[src/sv/hap_pkg.sv]
// ----------------------------------------------------------------------------
// hap_pkg
// Shared types and constants for the handle pool allocator.
// ----------------------------------------------------------------------------
`default_nettype none

package hap_pkg;

  localparam int unsigned POOL_DEPTH = 64;
  localparam int unsigned IDX_W      = $clog2(POOL_DEPTH);
  localparam int unsigned CNT_W      = $clog2(POOL_DEPTH + 1);

  localparam int unsigned HANDLE_W   = 6;
  localparam int unsigned COUNT_W    = 7;
  localparam int unsigned SIZE_W     = 7;

  typedef enum logic [1:0] {
    REQ_ALLOC   = 2'd0,
    REQ_RELEASE = 2'd1,
    REQ_LOAD    = 2'd2,
    REQ_NONE    = 2'd3
  } req_e;

  typedef enum logic [2:0] {
    STAT_GRANTED  = 3'd0,
    STAT_REFUSED  = 3'd1,
    STAT_RELEASED = 3'd2,
    STAT_IGNORED  = 3'd3,
    STAT_LOADED   = 3'd4,
    STAT_EMPTY    = 3'd5
  } status_e;

  typedef struct packed {
    req_e                  req_type;
    logic [COUNT_W-1:0]    count;
    logic [HANDLE_W-1:0]   handle;
  } req_t;

  typedef struct packed {
    logic [HANDLE_W-1:0]   out_handle;
    status_e               status;
    logic                  last;
  } res_t;

  typedef logic [IDX_W-1:0] idx_t;

  // Update of the in-use map
  typedef struct packed {
    logic  set;
    idx_t  set_idx;
    logic  clr;
    idx_t  clr_idx;
    logic  clr_all;
  } use_cmd_t;

endpackage

`default_nettype wire

[src/sv/hap_ram.sv]
// ----------------------------------------------------------------------------
// hap_ram
// Generic simple dual-port RAM: one write port, one registered read port.
// ----------------------------------------------------------------------------
`default_nettype none

module hap_ram #(
  parameter int unsigned WIDTH = 8,
  parameter int unsigned DEPTH = 64
) (
  input  wire logic                     clk_i,
  input  wire logic                     we_i,
  input  wire logic [$clog2(DEPTH)-1:0] waddr_i,
  input  wire logic [WIDTH-1:0]         wdata_i,
  input  wire logic                     re_i,
  input  wire logic [$clog2(DEPTH)-1:0] raddr_i,
  output      logic [WIDTH-1:0]         rdata_o
);

  logic [WIDTH-1:0] mem [DEPTH];

  always_ff @(posedge clk_i) begin
    if (we_i) begin
      mem[waddr_i] <= wdata_i;
    end
    if (re_i) begin
      rdata_o <= mem[raddr_i];
    end
  end

endmodule

`default_nettype wire

[src/sv/hap_use_map.sv]
// ----------------------------------------------------------------------------
// hap_use_map
// One in-use flag per handle, with set, clear and clear-all updates.
// ----------------------------------------------------------------------------
`default_nettype none

module hap_use_map (
  input  wire logic             clk_i,
  input  wire logic             rst_ni,
  input  wire hap_pkg::use_cmd_t cmd_i,
  input  wire hap_pkg::idx_t    query_idx_i,
  output      logic             hit_o
);

  logic [hap_pkg::POOL_DEPTH-1:0] used_q;
  logic [hap_pkg::POOL_DEPTH-1:0] used_d;

  always_comb begin
    used_d = used_q;
    if (cmd_i.clr_all) begin
      used_d = '0;
    end
    if (cmd_i.clr) begin
      used_d[cmd_i.clr_idx] = 1'b0;
    end
    if (cmd_i.set) begin
      used_d[cmd_i.set_idx] = 1'b1;
    end
  end

  always_ff @(posedge clk_i or negedge rst_ni) begin
    if (!rst_ni) begin
      used_q <= '0;
    end else begin
      used_q <= used_d;
    end
  end

  assign hit_o = used_q[query_idx_i];

endmodule

`default_nettype wire

[src/sv/handle_pool_allocator.sv]
// Release, refused, empty and ignored answers: one registered result in the cycle
// after acceptance; the next transaction may follow in the next cycle.
// Allocate of n handles: busy while grants come out, one per cycle, each via the
// registered read of the free-stack RAM's single read port, which paces them.
// Load of n handles: stack writes, handle i to entry i, then the loaded result.
// Reset: pool empty, all handles free of use, pool_size 64. Results cannot stall.
// ----------------------------------------------------------------------------
// handle_pool_allocator
// Free-list object pool: LIFO stack of free handles in RAM plus in-use flags.
// ----------------------------------------------------------------------------
`default_nettype none

module handle_pool_allocator (
  input  wire logic                          clk_i,
  input  wire logic                          rst_ni,
  input  wire logic                          start,
  output      logic                          busy,
  input  wire hap_pkg::req_t                 req_i,
  output      logic                          res_valid_o,
  output      hap_pkg::res_t                 res_o,
  input  wire logic                          cfg_valid_i,
  output      logic                          cfg_ready_o,
  input  wire logic [hap_pkg::SIZE_W-1:0]    cfg_data_i
);

  typedef enum logic [1:0] {
    S_IDLE,
    S_ALLOC,
    S_LOAD
  } state_e;

  localparam int unsigned IDX_W = hap_pkg::IDX_W;
  localparam int unsigned CNT_W = hap_pkg::CNT_W;

  state_e                      state_q, state_d;
  logic [CNT_W-1:0]            fc_q, fc_d;
  logic [CNT_W-1:0]            rem_q, rem_d;
  hap_pkg::idx_t               idx_q, idx_d;
  hap_pkg::idx_t               ld_last_q, ld_last_d;
  logic [hap_pkg::SIZE_W-1:0]  pool_size_q;
  hap_pkg::res_t               res_q, res_d;
  logic                        res_vld_q, res_vld_d;

  logic                        accept;
  logic [CNT_W-1:0]            fc_dec;
  logic [CNT_W-1:0]            load_n;

  logic                        ram_we;
  hap_pkg::idx_t               ram_waddr;
  logic [hap_pkg::HANDLE_W-1:0] ram_wdata;
  logic                        ram_re;
  hap_pkg::idx_t               ram_raddr;
  logic [hap_pkg::HANDLE_W-1:0] ram_rdata;

  hap_pkg::use_cmd_t           use_cmd;
  logic                        use_hit;

  assign busy        = (state_q != S_IDLE);
  assign accept      = start && !busy;
  assign cfg_ready_o = 1'b1;
  assign fc_dec      = fc_q - CNT_W'(1);
  assign load_n      = (pool_size_q > hap_pkg::SIZE_W'(hap_pkg::POOL_DEPTH))
                       ? CNT_W'(hap_pkg::POOL_DEPTH) : CNT_W'(pool_size_q);

  hap_ram #(
    .WIDTH (hap_pkg::HANDLE_W),
    .DEPTH (hap_pkg::POOL_DEPTH)
  ) u_stack (
    .clk_i   (clk_i),
    .we_i    (ram_we),
    .waddr_i (ram_waddr),
    .wdata_i (ram_wdata),
    .re_i    (ram_re),
    .raddr_i (ram_raddr),
    .rdata_o (ram_rdata)
  );

  hap_use_map u_use_map (
    .clk_i       (clk_i),
    .rst_ni      (rst_ni),
    .cmd_i       (use_cmd),
    .query_idx_i (req_i.handle[IDX_W-1:0]),
    .hit_o       (use_hit)
  );

  always_comb begin
    state_d   = state_q;
    fc_d      = fc_q;
    rem_d     = rem_q;
    idx_d     = idx_q;
    ld_last_d = ld_last_q;
    res_d     = res_q;
    res_vld_d = 1'b0;
    ram_we    = 1'b0;
    ram_waddr = fc_q[IDX_W-1:0];
    ram_wdata = req_i.handle;
    ram_re    = 1'b0;
    ram_raddr = fc_dec[IDX_W-1:0];
    use_cmd   = '0;

    case (state_q)
      S_IDLE: begin
        if (accept) begin
          case (req_i.req_type)
            hap_pkg::REQ_ALLOC: begin
              res_d.out_handle = '0;
              res_d.last       = 1'b1;
              if (req_i.count == '0) begin
                res_vld_d    = 1'b1;
                res_d.status = hap_pkg::STAT_EMPTY;
              end else if (req_i.count > hap_pkg::COUNT_W'(fc_q)) begin
                res_vld_d    = 1'b1;
                res_d.status = hap_pkg::STAT_REFUSED;
              end else begin
                // issue the first pop; data returns next cycle
                ram_re  = 1'b1;
                fc_d    = fc_dec;
                rem_d   = CNT_W'(req_i.count - hap_pkg::COUNT_W'(1));
                state_d = S_ALLOC;
              end
            end
            hap_pkg::REQ_RELEASE: begin
              res_vld_d  = 1'b1;
              res_d.last = 1'b1;
              if ((hap_pkg::COUNT_W'(req_i.handle) < hap_pkg::COUNT_W'(hap_pkg::POOL_DEPTH))
                  && use_hit && (fc_q < CNT_W'(hap_pkg::POOL_DEPTH))) begin
                ram_we           = 1'b1;
                fc_d             = fc_q + CNT_W'(1);
                use_cmd.clr      = 1'b1;
                use_cmd.clr_idx  = req_i.handle[IDX_W-1:0];
                res_d.out_handle = req_i.handle;
                res_d.status     = hap_pkg::STAT_RELEASED;
              end else begin
                res_d.out_handle = '0;
                res_d.status     = hap_pkg::STAT_IGNORED;
              end
            end
            hap_pkg::REQ_LOAD: begin
              use_cmd.clr_all  = 1'b1;
              fc_d             = load_n;
              res_d.out_handle = '0;
              res_d.status     = hap_pkg::STAT_LOADED;
              res_d.last       = 1'b1;
              if (load_n == '0) begin
                res_vld_d = 1'b1;
              end else begin
                idx_d     = '0;
                ld_last_d = IDX_W'(load_n - CNT_W'(1));
                state_d   = S_LOAD;
              end
            end
            default: begin
            end
          endcase
        end
      end
      S_ALLOC: begin
        res_vld_d        = 1'b1;
        res_d.out_handle = ram_rdata;
        res_d.status     = hap_pkg::STAT_GRANTED;
        res_d.last       = (rem_q == '0);
        use_cmd.set      = 1'b1;
        use_cmd.set_idx  = ram_rdata[IDX_W-1:0];
        if (rem_q != '0) begin
          ram_re = 1'b1;
          fc_d   = fc_dec;
          rem_d  = rem_q - CNT_W'(1);
        end else begin
          state_d = S_IDLE;
        end
      end
      S_LOAD: begin
        // sweep handle i into stack entry i
        ram_we    = 1'b1;
        ram_waddr = idx_q;
        ram_wdata = hap_pkg::HANDLE_W'(idx_q);
        if (idx_q == ld_last_q) begin
          res_vld_d = 1'b1;
          state_d   = S_IDLE;
        end else begin
          idx_d = idx_q + IDX_W'(1);
        end
      end
      default: begin
        state_d = S_IDLE;
      end
    endcase
  end

  always_ff @(posedge clk_i or negedge rst_ni) begin
    if (!rst_ni) begin
      state_q     <= S_IDLE;
      fc_q        <= '0;
      rem_q       <= '0;
      idx_q       <= '0;
      ld_last_q   <= '0;
      pool_size_q <= hap_pkg::SIZE_W'(64);
      res_vld_q   <= 1'b0;
    end else begin
      state_q   <= state_d;
      fc_q      <= fc_d;
      rem_q     <= rem_d;
      idx_q     <= idx_d;
      ld_last_q <= ld_last_d;
      res_vld_q <= res_vld_d;
      if (cfg_valid_i && cfg_ready_o) begin
        pool_size_q <= cfg_data_i;
      end
    end
  end

  always_ff @(posedge clk_i) begin
    res_q <= res_d;
  end

  assign res_valid_o = res_vld_q;
  assign res_o       = res_q;

  a_fc_bound: assert property (@(posedge clk_i) disable iff (!rst_ni)
    fc_q <= CNT_W'(hap_pkg::POOL_DEPTH))
    else $error("free count above pool depth");

  a_alloc_hold: assert property (@(posedge clk_i) disable iff (!rst_ni)
    (state_q == S_ALLOC && rem_q != '0) |=> (state_q == S_ALLOC))
    else $error("batch allocate left early");

  a_answer: assert property (@(posedge clk_i) disable iff (!rst_ni)
    (accept && req_i.req_type != hap_pkg::REQ_NONE) |=> (res_vld_q || state_q != S_IDLE))
    else $error("accepted transaction produced no answer");

  a_not_last: assert property (@(posedge clk_i) disable iff (!rst_ni)
    (res_vld_q && !res_q.last) |-> (state_q == S_ALLOC))
    else $error("non-final result outside batch allocate");

endmodule

`default_nettype wire

[config.mk]
export PLATFORM = sky130hd
export DESIGN_NAME = handle_pool_allocator
export DESIGN_NICKNAME = d
export VERILOG_FILES = /design/src/sv/hap_pkg.sv /design/src/sv/hap_ram.sv /design/src/sv/hap_use_map.sv /design/src/sv/handle_pool_allocator.sv
export SDC_FILE = /design/constraint.sdc
export NUM_CORES = 1
export LEC_CHECK = 0
export ABC_AREA = 1
export ABC_CLOCK_PERIOD_IN_PS = 7750
export BUFFER_PORTS_ARGS = -buffer_cell sky130_fd_sc_hd__clkbuf_2
export CORE_MARGIN = 1
export CORE_UTILIZATION = 55
export CTS_CLUSTER_DIAMETER = 150
export CTS_CLUSTER_SIZE = 24
export DETAILED_ROUTE_END_ITERATION = 16
export GPL_TIMING_DRIVEN = 0
export PLACE_DENSITY = 0.78
export SLEW_MARGIN = 0
export SYNTH_ARGS = -nofsm -noshare
export SYNTH_HDL_FRONTEND = slang
export SYNTH_SLANG_ARGS = --single-unit
[constraint.sdc]
create_clock -name clk_i -period 7.75 [get_ports clk_i]
set_clock_uncertainty 0.1 [all_clocks]
set_input_delay 0.3875 -clock clk_i [delete_from_list [all_inputs] [get_ports clk_i]]
set_output_delay 0.3875 -clock clk_i [all_outputs]
set_load 0.01 [all_outputs]
==> summary.md, run 1 <==
| Metric | Value |
|---|---|
| Antenna violations before repair | `0` |
| CTS tree | `yes` |
| CP top delay family | `buffers and inverters` |
| FF-to-FF path depth | `13` |
| Final count of pins violating max slew | `0` |
| Max_cap viols | `0` |
| Worst IR Drop VDD | `276.5 uV` |
| Seq/Total Area, Yosys | `64.35%` |
| HP Class | `in2reg` |
| Inserted Clock Buffers | `24` |
| Synth warn | `0` |
| Drt pass-1 iters | `6` |
| Buf/Inv on CP | `6` |
| Crit. End Element | `flop` |
| Source of the critical timing path | `fc_q[0]` |
| Slowest-stage cell, CP | `clkbuf_1` |
| Starting Density | `56.26%` |
| I/O Pins | `39` |
| Slew of the pin with the lowest slew margin | `1.463 ns` |
| Most used routing layer | `met2` |
| Syn_area_per_cell | `10.19 sq um` |
| Die Area | `0.04183 sq mm` |
| Total Wirelength | `65020 microns` |
| Reg clk slew, reported paths | `0.11 ns` |
| Count leader, synth | `nand2_1` |
| Met2 Usage GRT | `48.70%` |
| Synthesized cell area | `0.02256 sq mm` |
| Setup violators final | `0` |
| Nets | `2336` |
| RSZ-0062 raised after global routing | `no` |
| Worst-skew pair later-pin latency | `0.59 ns` |
| Vias | `17.85k` |
| Layout cells sized above 1 | `5.346%` |
| Site Rows | `73` |
| F_max | `180.3 MHz` |
| Post-synth top cells | `488 x nand2_1, 400 x edfxtp_1, 343 x nor2_1, 258 x o21ai_0, 137 x inv_1` |
| Setup_tns | `0 ns` |
| Clock Path Buffers | `3` |
| Fin crit share | `71.55%` |
| Routability cong. | `1.068` |
| Critical Path RT | `8.08 ns` |
| Fin cells | `2826` |
| Antenna-violating nets left | `0` |
| Startpoint types | `flop` |
| Yosys top cell area share | `53.25%` |
| Rel. slew slack | `1.798%` |
| Total track usage | `31.23%` |
| PortBufs | `35` |
| CTS Sinks | `500` |
| Met1 global-route usage | `40.44%` |
| Worst flop-to-flop path startpoint | `fc_q[0]` |
| Unique masters post-synth | `47` |
| Hpwl dp | `44350 microns` |
| Clock root cell | `clkbuf_16` |
| Vias per std cell | `6.317` |
| Total power | `0.009479 W` |
| Max stage delay on crit path | `0.68 ns` |
| Critical Path Most Common Cell | `clkbuf_1` |
| Tmin final | `5.545 ns` |
| Ys async rst share | `20.00%` |
| Placed insts | `2782` |
| Die Wd | `204.5 microns` |
| Die Ht | `204.5 microns` |
| Ys flop type | `edfxtp_1` |
| Status | `finished clean` |
| P_leak | `9.159 nW` |
| Post-synthesis cell type with the largest combined area | `edfxtp_1` |
| WHS | `0.09155 ns` |
| Synthesis-to-finish area growth | `8.276%` |
| WHS Path Cells | `3` |
| Grt ovf | `0` |
| Core box area | `0.04010 sq mm` |
| Crit path depth | `13` |
| Final hold vios | `0` |
| Number of global-route vias before repair | `17.14k` |
| Number of flops mapped to enable cells by yosys | `400` |
| Drt wl/cell | `23.01 microns` |
| Crit path max fanout | `10` |
| First-pass GRT wire length | `98480 microns` |
| Synthesis-stage register bit count | `500` |
| Power per cell area | `388.1 mW/mm^2` |
| Initial DRC count | `2809` |
| # DRC | `0` |
| Post-synthesis cell count | `2213` |
| Syn_nets | `2256` |
| Critical path class | `reg2reg` |
| GR Layer Usage met3 | `8.972%` |
| Crit-path cells | `inv_2, clkbuf_1, clkbuf_1, ha_1, inv_1, clkbuf_1, clkbuf_1, o21ai_0, o221ai_1, o211ai_1, nand3_1, nand3_1, nand2_1` |
| Largest net degree at the start of global routing | `66` |
| Depth of the CTS H-tree | `1` |
| Ant diodes | `0` |
| Min-delay src | `req_i[13]` |
| Dominant cells by area after synthesis | `edfxtp_1 53%, dfrtp_1 11%, nand2_1 8.1%` |
| Setup bufs post-CTS | `0` |
| Critical Path AT | `5.88 ns` |
==> cell type report <==
class	count	area [sq um]
fill	3155	15670
sequential	500	14520
multi-input combinational	1460	7108
tap	525	656.9
clock buffer	32	630.6
inverter	145	544.3
timing repair buffer	54	465.4
buffer	108	457.9
clock inverter	2	46.29
==> sequential cells by signal, summed over array words and instances (netlist names) <==
name,count
rem_q,7
pool_size_q,7
u_stack.mem,384
state_q,2
res_o,10
res_valid_o,1
u_stack.rdata_o,6
idx_q,6
u_use_map.used_q,64
fc_q,7
ld_last_q,6
==> what timing repair did <==
item	in CTS	in global routing
hold buffers	10	0
gates resized for setup	0	0
endpoints found under the hold margin	41	0
==> kinds of logic after synthesis <==
group                      share of synthesized area (%)
and+or+nand+nor                                    18.27
adders and majority gates                         0.9429
xor gates and xnor gates                          0.5047
buffers and inverters                              4.443
other                                            0.01662
muxes                                             0.2718
DFF                                                64.35
AOI/OAI and AO/OA                                  11.21
==> path summary, 6_finish.rpt <==
kind / slack (ns) / endpoint
max: 2.21 / u_stack.rdata_o[5]
min: 0.09 / res_valid_o
max reg2reg: 2.21 / u_stack.rdata_o[5]
min reg2reg: 0.42 / u_use_map.used_q[40]
max in group asynchronous: 6.56 / rem_q[4]
min in group asynchronous: 0.25 / fc_q[5]
==> per-stage QoR <==
step	cell area (sq um)	worst slack [ns]	utilization [%]
after floorplan	22560	3.667	-
after CTS	24420	2.513	60.91
final	24420	2.205	60.91
after global routing	24420	2.080	60.91
after global placement	23390	-0.3564	58.33
after detailed placement	23650	2.604	58.98
==> per-layer routing <==
layer | vias to the layer above | routed length, microns
li1 | 7815 | -
met1 | 8351 | 23380
met2 | 1396 | 29250
met3 | 289 | 9069
met4 | 0 | 3319
met5 | - | 0
==> placed cells by master (no fill, tap or decap), drive strengths merged, types with 2 or more instances in the layout <==
cell         count
a21oi           18
a31oi            2
buf             27
clkbuf         157
clkinv           4
dfrtp           99
dlygate4sd3     10
edfxtp         400
ha              17
inv            142
mux2i            5
nand2          492
nand3          109
nand4           17
nor2           357
nor3             8
nor4             5
o211ai          48
o21ai          259
o221ai          43
o22ai           54
o31ai            4
xnor2            4
xor2             9
==> worst reg2reg max path: cells and delay by family (launching register included) <==
kind	cells	cell delay, ns
flip-flops	1	0.62
buffers and inverters	6	3.01
AO/OA/AOI/OAI	3	0.75
adder cells (fa/ha/maj)	1	0.52
AND/OR/NAND/NOR	3	0.41
==> power by group <==
part | internal, W | leakage [nW] | switching, W
logic | 0.00120 | 3.93 | 0.00344
clock network | 0.000609 | 0.326 | 0.000819
registers | 0.00326 | 4.90 | 0.000157
total | 0.00507 | 9.16 | 0.00441
No activity file was read; power rests on OpenSTA's default activity.
==> run 2, diff against run 1 <==
--- a/config.mk
+++ b/config.mk
@@ -5,8 +5,8 @@
 export SDC_FILE = /design/constraint.sdc
 export NUM_CORES = 1
 export LEC_CHECK = 0
-export ABC_AREA = 1
-export ABC_CLOCK_PERIOD_IN_PS = 7750
+export ABC_AREA = 0
+export ABC_CLOCK_PERIOD_IN_PS = 5300
 export BUFFER_PORTS_ARGS = -buffer_cell sky130_fd_sc_hd__clkbuf_2
 export CORE_MARGIN = 1
 export CORE_UTILIZATION = 55
==> constraint.sdc (replaced) <==
create_clock -name clk_i -period 5.3 [get_ports clk_i]
set_clock_uncertainty 0.1 [all_clocks]
set_input_delay 0.265 -clock clk_i [delete_from_list [all_inputs] [get_ports clk_i]]
set_output_delay 0.265 -clock clk_i [all_outputs]
set_load 0.01 [all_outputs]
==> summary.md, run 2 <==
| Metric | Value |
|---|---|
| Antenna-violating nets left | `0 (unchanged)` |
| # DRC | `0 (unchanged)` |
| Crit path max fanout | `10 (unchanged)` |
| Setup violators final | `0 (unchanged)` |
| Most common cell after layout, fill and taps aside | `edfxtp_1 (was nand2_1)` |
| Depth of the CTS H-tree | `1 (unchanged)` |
| Nets | `1428 (was 2336)` |
| Dominant cells by area after synthesis | `edfxtp_1 55%, mux4_2 15%, dfrtp_1 11% (was edfxtp_1 53%, dfrtp_1 11%, nand2_1 8.1%)` |
| Inserted Clock Buffers | `24 (unchanged)` |
| Fin crit share | `98.89% (was 71.55%)` |
| Largest net degree at the start of global routing | `55 (was 66)` |
| P_leak | `7.848 nW (was 9.159 nW)` |
| Post-synth top cells | `400 x edfxtp_1, 141 x mux4_2, 116 x nor2_1, 99 x dfrtp_1, 68 x a31oi_1 (was 488 x nand2_1, 400 x edfxtp_1, 343 x nor2_1, 258 x o21ai_0, 137 x inv_1)` |
| Die Wd | `201.3 microns (was 204.5 microns)` |
| Fin cells | `1921 (was 2826)` |
| Synthesis-stage register bit count | `500 (unchanged)` |
| Worst flop-to-flop path startpoint | `fc_q[0] (unchanged)` |
| Yosys top cell area share | `54.99% (was 53.25%)` |
| Count leader, synth | `edfxtp_1 (was nand2_1)` |
| Routability cong. | `0.9134 (was 1.068)` |
| Source of the critical timing path | `fc_q[0] (unchanged)` |
| Drt wl/cell | `27.33 microns (was 23.01 microns)` |
| Clock Path Buffers | `3 (unchanged)` |
| Total Wirelength | `52500 microns (was 65020 microns)` |
| Min-delay src | `cfg_valid_i (was req_i[13])` |
| Hpwl dp | `35640 microns (was 44350 microns)` |
| RSZ-0062 raised after global routing | `no (unchanged)` |
| Critical Path AT | `5.45 ns (was 5.88 ns)` |
| Die Ht | `201.3 microns (was 204.5 microns)` |
| Buf/Inv on CP | `7 (was 6)` |
| Ys async rst share | `20.00% (unchanged)` |
| Slew of the pin with the lowest slew margin | `1.405 ns (was 1.463 ns)` |
| CP top delay family | `buffers and inverters (unchanged)` |
| Critical path class | `reg2reg (unchanged)` |
| CTS tree | `yes (unchanged)` |
| Most frequent cells in the layout | `400 x edfxtp_1, 141 x mux4_2, 116 x nor2_1 (was 488 x nand2_1, 400 x edfxtp_1, 343 x nor2_1)` |
| HP Class | `in2reg (unchanged)` |
| Site Rows | `72 (was 73)` |
| Synth warn | `0 (unchanged)` |
| Power per cell area | `529.2 mW/mm^2 (was 388.1 mW/mm^2)` |
| Startpoint types | `flop (unchanged)` |
| CTS Sinks | `500 (unchanged)` |
| Drt pass-1 iters | `6 (unchanged)` |
| Total track usage | `26.30% (was 31.23%)` |
| Grt ovf | `0 (unchanged)` |
| Synthesis-to-finish area growth | `8.644% (was 8.276%)` |
| Number of flops mapped to enable cells by yosys | `400 (unchanged)` |
| Dpl cell area | `0.02289 sq mm (was 0.02365 sq mm)` |
| F_max | `190.8 MHz (was 180.3 MHz)` |
| Worst IR Drop VDD | `351.1 uV (was 276.5 uV)` |
| Antenna violations before repair | `0 (unchanged)` |
| Top reg by flops | `u_stack.mem (unchanged)` |
| Max_cap viols | `0 (unchanged)` |
| Synthesized cell area | `0.02184 sq mm (was 0.02256 sq mm)` |
| Number of global-route vias before repair | `12.78k (was 17.14k)` |
| Crit-path cells | `clkbuf_1, buf_6, buf_2, inv_1, ha_1, clkbuf_1, clkbuf_1, clkbuf_2, mux4_2, mux4_2, mux4_2 (was inv_2, clkbuf_1, clkbuf_1, ha_1, inv_1, clkbuf_1, clkbuf_1, o21ai_0, o221ai_1, o211ai_1, nand3_1, nand3_1, nand2_1)` |
| Post-synthesis cell count | `1302 (was 2213)` |
| Unique masters post-synth | `62 (was 47)` |
| Final hold vios | `0 (unchanged)` |
| Vias per std cell | `6.744 (was 6.317)` |
| Final WS setup | `0.05863 ns (was 2.205 ns)` |
| Status | `finished clean (unchanged)` |
| Ant diodes | `0 (unchanged)` |
| Ys flop type | `edfxtp_1 (unchanged)` |
| Max stage delay on crit path | `0.59 ns (was 0.68 ns)` |
| Post-route cell area | `0.02373 sq mm (was 0.02442 sq mm)` |
| Vias | `12.96k (was 17.85k)` |
| Syn_area_per_cell | `16.78 sq um (was 10.19 sq um)` |
| Layout cells sized above 1 | `19.74% (was 5.346%)` |
| Setup_tns | `0 ns (unchanged)` |
| Setup bufs post-CTS | `0 (unchanged)` |
| Slowest-stage cell, CP | `clkbuf_1 (unchanged)` |
| Reg clk slew, reported paths | `0.11 ns (about the same)` |
| Seq/Total Area, Yosys | `66.45% (was 64.35%)` |
| Fin util | `60.98% (was 60.91%)` |
| Syn_nets | `1345 (was 2256)` |
| Placed insts | `1865 (was 2782)` |
| I/O Pins | `39 (unchanged)` |
| Final count of pins violating max slew | `0 (unchanged)` |
| Critical Path RT | `5.51 ns (was 8.08 ns)` |
| Starting Density | `56.13% (was 56.26%)` |
| Crit. End Element | `flop (unchanged)` |
| Post-synthesis cell type with the largest combined area | `edfxtp_1 (unchanged)` |
| Die Area | `0.04052 sq mm (was 0.04183 sq mm)` |
| Max FFs per register | `384 (unchanged)` |
| PortBufs | `35 (unchanged)` |
| First-pass GRT wire length | `79590 microns (was 98480 microns)` |
| Clock root cell | `clkbuf_16 (unchanged)` |
| Dpl ws | `0.01118 ns (was 2.604 ns)` |
| Rel. slew slack | `5.593% (was 1.798%)` |
| Worst-skew pair later-pin latency | `0.61 ns (was 0.59 ns)` |
| Tmin final | `5.241 ns (was 5.545 ns)` |
| Initial DRC count | `1731 (was 2809)` |
| Core box area | `0.03892 sq mm (was 0.04010 sq mm)` |
-- run 2: cell count changes after synthesis, moves of 66 or more --
| cell | change |
|---|---|
| mux4_2 | +141 |
| nor2_1 | -227 |
| a22oi_1 | +67 |
| a31oi_1 | +66 |
| inv_1 | -119 |
| o21ai_0 | -242 |
| nand2_1 | -435 |
| nand3_1 | -89 |
-- run 2: worst paths after layout --
path                                        end  slack (ns)  cells after the start
setup / recovery             u_stack.rdata_o[3]        0.06                     11
hold / removal                   pool_size_q[5]        0.05                      2
setup reg to reg             u_stack.rdata_o[3]        0.06                     11
hold reg to reg                        rem_q[1]        0.46                      2
max in group asynchronous        pool_size_q[6]        4.16                      3
min in group asynchronous  u_use_map.used_q[57]        0.19                      2
-- run 2: layer usage --
layer,track usage [%],wire (microns)
met4,8.604,1879
met2,42.91,25870
met5,0,0
met1,36.45,19530
met3,4.470,5218
-- run 2: cell type report --
type	count	area [sq um]
timing repair buffer	57	475.5
sequential	500	14520
multi-input combinational	701	6843
inverter	18	67.56
buffer	83	459.2
fill	2774	15190
clock buffer	43	693.2
clock inverter	1	30.03
tap	518	648.1
-- run 2: kinds of logic (layout without fill, tap and decap cells) --
kind of cell	count (synthesis)	after routing	synth area share (%)
DFF	500	500	66.45
and+or+nand+nor	264	264	5.476
AOI/OAI and AO/OA	230	230	7.893
muxes	167	167	15.91
buffers and inverters	101	202	2.400
xor gates and xnor gates	22	22	0.8821
adders and majority gates	17	17	0.9737
other	1	1	0.01717
-- run 2: timing repair --
item,4_1_cts,5_1_grt
hold buffers,12,0
gates resized for setup,2,0
endpoints found under the hold margin,57,0
setup endpoints to repair,5,0
-- run 2: worst reg2reg max path, cell delays in order (launching register included) --
cell and delay, ns:
dfrtp_1 0.47, clkbuf_1 0.29, buf_6 0.27, buf_2 0.33
inv_1 0.14, ha_1 0.32, clkbuf_1 0.49, clkbuf_1 0.59
clkbuf_2 0.44, mux4_2 0.40, mux4_2 0.56, mux4_2 0.55
-- run 2: power by group --
| part | total, W | internal, W | switching, W |
|---|---|---|---|
| logic | 0.00547 | 0.00245 | 0.00302 |
| clock network | 0.00210 | 0.000904 | 0.00120 |
| registers | 0.00499 | 0.00471 | 0.000282 |
| total | 0.0126 | 0.00806 | 0.00450 |
-- run 2: metrics by stage --
stage          total power (W)  hold WS (ns)
2_1_floorplan         0.008705       -0.1306
3_3_place_gp           0.01023        0.4003
3_5_place_dp           0.01041        0.2636
4_1_cts                0.01250       0.03902
5_1_grt                0.01300       0.06452
6_report               0.01256       0.04572
